## src/hdl/cpp_pkg.sv

```systemverilog
// cpp_pkg: shared constants for the closest pair of points search block
// no dependencies; used by cpp_isqrt and closest_pair_points
package cpp_pkg;

    localparam int MAX_POINTS = 64;
    localparam int COORD_BITS = 16;

    localparam int IDX_W     = $clog2(MAX_POINTS);
    localparam int CNT_W     = $clog2(MAX_POINTS + 1);
    localparam int OUT_IDX_W = 6;
    localparam int DIST_W    = 17;
    localparam int DIST_MAX  = 131071;

    // squared sum width, and key width after saturation to 64 bits
    localparam int SUM_W = 2 * COORD_BITS + 1;
    localparam int KEY_W = (SUM_W > 64) ? 64 : SUM_W;
    localparam int RT_W  = (KEY_W + 1) / 2;

    // configuration port
    localparam int PADDR_W = 3;
    localparam int PDATA_W = 32;
    localparam logic [PADDR_W-3:0] REG_MODE = '0;

    // distance modes; the fourth code behaves as planar
    localparam logic [1:0] MODE_X     = 2'd0;
    localparam logic [1:0] MODE_Y     = 2'd1;
    localparam logic [1:0] MODE_PLANE = 2'd2;

endpackage

```

## src/hdl/cpp_isqrt.sv

```systemverilog
// cpp_isqrt: iterative floor square root, one root bit per cycle
// depends on cpp_pkg (KEY_W, RT_W)
module cpp_isqrt (
    input  logic                      aclk,
    input  logic                      aresetn,
    input  logic                      start,
    input  logic [cpp_pkg::KEY_W-1:0] radicand,
    output logic                      done,
    output logic [cpp_pkg::RT_W-1:0]  root
);
    import cpp_pkg::*;

    localparam int RAD_W  = 2 * RT_W;
    localparam int ITER_W = $clog2(RT_W + 1);

    logic              busy_reg;
    logic              done_reg;
    logic [ITER_W-1:0] iter_reg;
    logic [RAD_W-1:0]  rad_reg;
    logic [RT_W:0]     rem_reg;
    logic [RT_W-1:0]   root_reg;

    logic [RT_W+2:0]   rem_shift;
    logic [RT_W+2:0]   trial;
    logic              take;
    logic [RT_W:0]     rem_next;
    logic [RT_W-1:0]   root_next;

    // bring down the next two radicand bits and try appending a one
    always_comb begin
        rem_shift = {rem_reg, rad_reg[RAD_W-1 -: 2]};
        trial     = {1'b0, root_reg, 2'b01};
        take      = (rem_shift >= trial);
        rem_next  = take ? (RT_W + 1)'(rem_shift - trial) : rem_shift[RT_W:0];
        root_next = {root_reg[RT_W-2:0], take};
    end

    always_ff @(posedge aclk) begin
        if (!aresetn) begin
            busy_reg <= 1'b0;
            done_reg <= 1'b0;
            iter_reg <= '0;
        end else begin
            done_reg <= 1'b0;
            if (start && !busy_reg) begin
                busy_reg <= 1'b1;
                iter_reg <= ITER_W'(RT_W);
            end else if (busy_reg) begin
                iter_reg <= iter_reg - 1'b1;
                if (iter_reg == ITER_W'(1)) begin
                    busy_reg <= 1'b0;
                    done_reg <= 1'b1;
                end
            end
        end
    end

    always_ff @(posedge aclk) begin
        if (start && !busy_reg) begin
            rad_reg  <= RAD_W'(radicand);
            rem_reg  <= '0;
            root_reg <= '0;
        end else if (busy_reg) begin
            rad_reg  <= rad_reg << 2;
            rem_reg  <= rem_next;
            root_reg <= root_next;
        end
    end

    assign done = done_reg;
    assign root = root_reg;

`ifndef SYNTHESIS
    a_start_busy: assert property (@(posedge aclk) disable iff (!aresetn)
        start && !busy_reg |=> busy_reg)
        else $error("square root did not start");
    a_done_after_busy: assert property (@(posedge aclk) disable iff (!aresetn)
        done_reg |-> !busy_reg && $past(busy_reg))
        else $error("done without a preceding run");
    a_last_step_done: assert property (@(posedge aclk) disable iff (!aresetn)
        busy_reg && iter_reg == ITER_W'(1) |=> done_reg)
        else $error("square root did not finish on its last step");
`endif

endmodule

```

## config.mk

```make
export PLATFORM = sky130hd
export DESIGN_NAME = cpp_isqrt
export DESIGN_NICKNAME = d
export VERILOG_FILES = /design/src/hdl/cpp_pkg.sv /design/src/hdl/cpp_isqrt.sv
export SDC_FILE = /design/constraint.sdc
export NUM_CORES = 1
export LEC_CHECK = 0
export BUFFER_PORTS_ARGS = -buffer_cell sky130_fd_sc_hd__buf_2
export CORE_ASPECT_RATIO = 0.75
export CORE_MARGIN = 5
export CORE_UTILIZATION = 45
export DETAILED_ROUTE_END_ITERATION = 7
export HOLD_SLACK_MARGIN = 0.15
export PLACE_DENSITY = 0.71
export SLEW_MARGIN = 20
export SYNTH_ARGS = -nofsm -noshare
export SYNTH_HDL_FRONTEND = slang
export SYNTH_SLANG_ARGS = --single-unit
```

## constraint.sdc

```tcl
create_clock -name aclk -period 3.2 [get_ports aclk]
set_clock_uncertainty 0.2 [all_clocks]
set_input_delay 0.32 -clock aclk [delete_from_list [all_inputs] [get_ports aclk]]
set_output_delay 0.32 -clock aclk [all_outputs]
set_load 0.05 [all_outputs]
```

==> impl_metrics.env <==
export IMPL_irDropWorstVdd_v=0.0004357
export IMPL_tightest_slew_ns=0.6214
export IMPL_regToRegSetupSlack_ns=0.30
export IMPL_setup_violations=0
export IMPL_worstRegToRegCells=8
export IMPL_p_sw_share_pct=36.64
export IMPL_die_x_microns=119.3
export IMPL_leakage_nw=2.031
export IMPL_synthArstFlopShare_pct=0
export IMPL_antenna_found_initial=0
export IMPL_grt_max_degree=43
export IMPL_placed_area_sq_um=4387
export IMPL_die_y_microns=91.95
export IMPL_numCtsBuffers=9
export IMPL_hold_viol_final=0
export IMPL_drt_iter0_drc=260
export IMPL_clkTransAtPathRegs_ns=0.06
export IMPL_cts_setup_buffers=0
export IMPL_period_needed_ns=2.897
export IMPL_place_gp_congestion=0.8373
export IMPL_hp_start="root[10]"
export IMPL_post_synth_top_count_cell="nand2_1"
export IMPL_groute_usage_overall_pct=18.03
export IMPL_clock_sinks=76
export IMPL_final_area_sq_um=5069
export IMPL_fin_crit_sh_pct=90.53
export IMPL_cts_root_buf="clkbuf_16"
export IMPL_synth_area_leaders="edfxtp_1, dfxtp_1, mux2_2"
export IMPL_holdPathEnd="root[11]"
export IMPL_clock_path_buffers=2
export IMPL_r2r_start="root[9]"
export IMPL_p_int_w=0.002723
export IMPL_grt_pass1_wl_microns=16020
export IMPL_switchingPower_w=0.001575
export IMPL_crit_required_ns=3.22
export IMPL_drt_met1_wl_microns=4384
export IMPL_synthesis_area_sq_um=4029
export IMPL_cp_arrival_ns=2.92
export IMPL_grt_setup_unrepaired="false"
export IMPL_synth_flop_cell="dfxtp_1"
export IMPL_wire_per_inst_microns=15.66
export IMPL_synth_cell_type_count=51
export IMPL_critPathLaunchType="register"
export IMPL_drive_above_1_share_pct=23.58
export IMPL_wl_met3_microns=478
export IMPL_port_buffers=53
export IMPL_drc=0
export IMPL_rr_endpoint="rem_reg[2]"
export IMPL_powerDensity_nw_per_um2=847.9
export IMPL_path_class="register to register"
export IMPL_vias=3205
export IMPL_yosysTopAreaCell="edfxtp_1"
export IMPL_comb_power_share_pct=42.4
export IMPL_via_per_inst=5.342
export IMPL_htreeDepth=3
export IMPL_syn2layout_area_growth_pct=25.81
export IMPL_start_util_pct=46.85
export IMPL_dr_pass1_iters=4
export IMPL_power_w=0.004298
export IMPL_wl_met2_microns=4397
export IMPL_num_antenna_cells=0
export IMPL_avgSynthCellArea_sq_um=9.972
export IMPL_pin_count=54
export IMPL_top_layer_used="met4"
export IMPL_slew_headroom_pct=58.58
export IMPL_syn_nets=461
export IMPL_dp_hpwl_microns=5951
export IMPL_synth_warnings=0
export IMPL_power_frac_clock_pct=27.3
export IMPL_yosys_top_cells_count="nand2_1, dfxtp_1, edfxtp_1, mux2_2, inv_1"
export IMPL_dieArea_sq_um=10970
export IMPL_std_cell_rows=29
export IMPL_synth_seq_area_share_pct=45.96
export IMPL_synth_edf_count=33
export IMPL_run_status="finished, final reports clean"
export IMPL_largest_reg_flops=34
export IMPL_totalWireLength_microns=9398
export IMPL_synth_top_area_share_pct=24.60
export IMPL_nets=544
export IMPL_min_path_type="register to register"
export IMPL_cp_max_fo=12
export IMPL_drv_slew=0
export IMPL_clk_latency_ns=0.34
export IMPL_setup_tns_final_ns=0
export IMPL_nFillCells=723
export IMPL_dp_slack_ns=0.3617
export IMPL_core_sq_um=8600
export IMPL_end_kind="register"
export IMPL_final_antenna_net_count=0
export IMPL_max_freq_ghz=0.3452
export IMPL_grt_overflow=0
export IMPL_cts_tree="done"
export IMPL_p_seq_share_pct=30.3
export IMPL_synth_cells=404
export IMPL_min_path_cells=2
export IMPL_setup_ws_ns=0.3030
export IMPL_ys_seq_elements=76
export IMPL_grt_pass1_vias=3260
export IMPL_maxCapViolations=0
power by group through the flow:
| stage | Clock [W] | Sequential [W] | Combinational, W |
|---|---|---|---|
| 6_report | 0.00117 | 0.00130 | 0.00182 |
| 5_1_grt | 0.00123 | 0.00132 | 0.00203 |
| 4_1_cts | 0.00118 | 0.00130 | 0.00181 |
| 3_5_place_dp | 0 | 0.00132 | 0.00175 |
| 3_3_place_gp | 0 | 0.00131 | 0.00173 |
| 2_1_floorplan | 0 | 0.00132 | 0.00140 |
timing repair:
item,4_1_cts,5_1_grt
endpoints found under the hold margin,40,0
resized for setup,0,0
hold buffers,34,0
worst max-delay path, cell delays in order (launching register included):
cell,delay (ns)
dfxtp_1,0.36
inv_1,0.07
ha_1,0.39
a21oi_1,0.30
o21ai_0,0.20
nor3b_2,0.33
a221oi_2,0.15
or2_1,0.41
a221o_1,0.37
routing by layer:
layer / vias to the layer above / track usage, %
met5: - / 0
met4: 0 / 5.882
met3: 13 / 3.936
met2: 62 / 29.06
met1: 1506 / 24.22
li1: 1624 / -
kinds of logic (layout without fill, tap and decap cells):
kind of cell	after synthesis	count (layout)	synth area share, %
compound gates	92	92	16.55
xor+xnor	17	17	3.696
fa+ha+maj	21	21	6.522
buf+inv	44	132	4.503
flops	76	76	45.96
mux	31	31	8.664
simple gates	123	123	14.10
cells in the final DEF (no fill, tap or decap), types with 9 or more instances in the layout:
master          n
mux2_2         31
o21ai_0        16
ha_1           21
nand2_1        62
o31ai_1        20
edfxtp_1       33
buf_2          53
nor2_1         14
o211ai_1       12
nor3_1         14
dlygate4sd3_1  34
inv_1          22
a21oi_1        12
dfxtp_1        42
xnor2_1         9
clkbuf_16       9
final cells by class:
cell class | instances | area (sq um) | area share, %
multi-input cells | 284 | 1998 | 39.42
flip-flops and latches | 76 | 1853 | 36.56
repair buffers | 94 | 658.1 | 12.98
clock buffers | 10 | 229.0 | 4.517
well taps | 108 | 135.1 | 2.666
clock inverters | 6 | 112.6 | 2.222
inverters | 22 | 82.58 | 1.629
worst max path at each step:
| stage | from | to | slack, ns | cells past startpoint |
|---|---|---|---|---|
| after floorplan | root[11] | rem_reg[3] | 0.30 | 10 |
| after global placement | root[11] | rem_reg[2] | 0.35 | 9 |
| after detailed placement | root[11] | rem_reg[2] | 0.36 | 9 |
| after CTS | root[9] | rem_reg[2] | 0.32 | 8 |
| after global routing | root[9] | rem_reg[16] | 0.07 | 8 |
| final | root[9] | rem_reg[2] | 0.30 | 8 |
per-stage QoR:
step,utilization (%),instances,hold slack (ns)
6_report,58.94,600,0.2745
5_1_grt,58.94,600,0.3028
4_1_cts,58.94,600,0.2770
3_5_place_dp,51.01,550,0.2672
3_3_place_gp,51.01,550,0.2289
2_1_floorplan,-,404,0.2215
No activity file was read; power rests on OpenSTA's default activity.
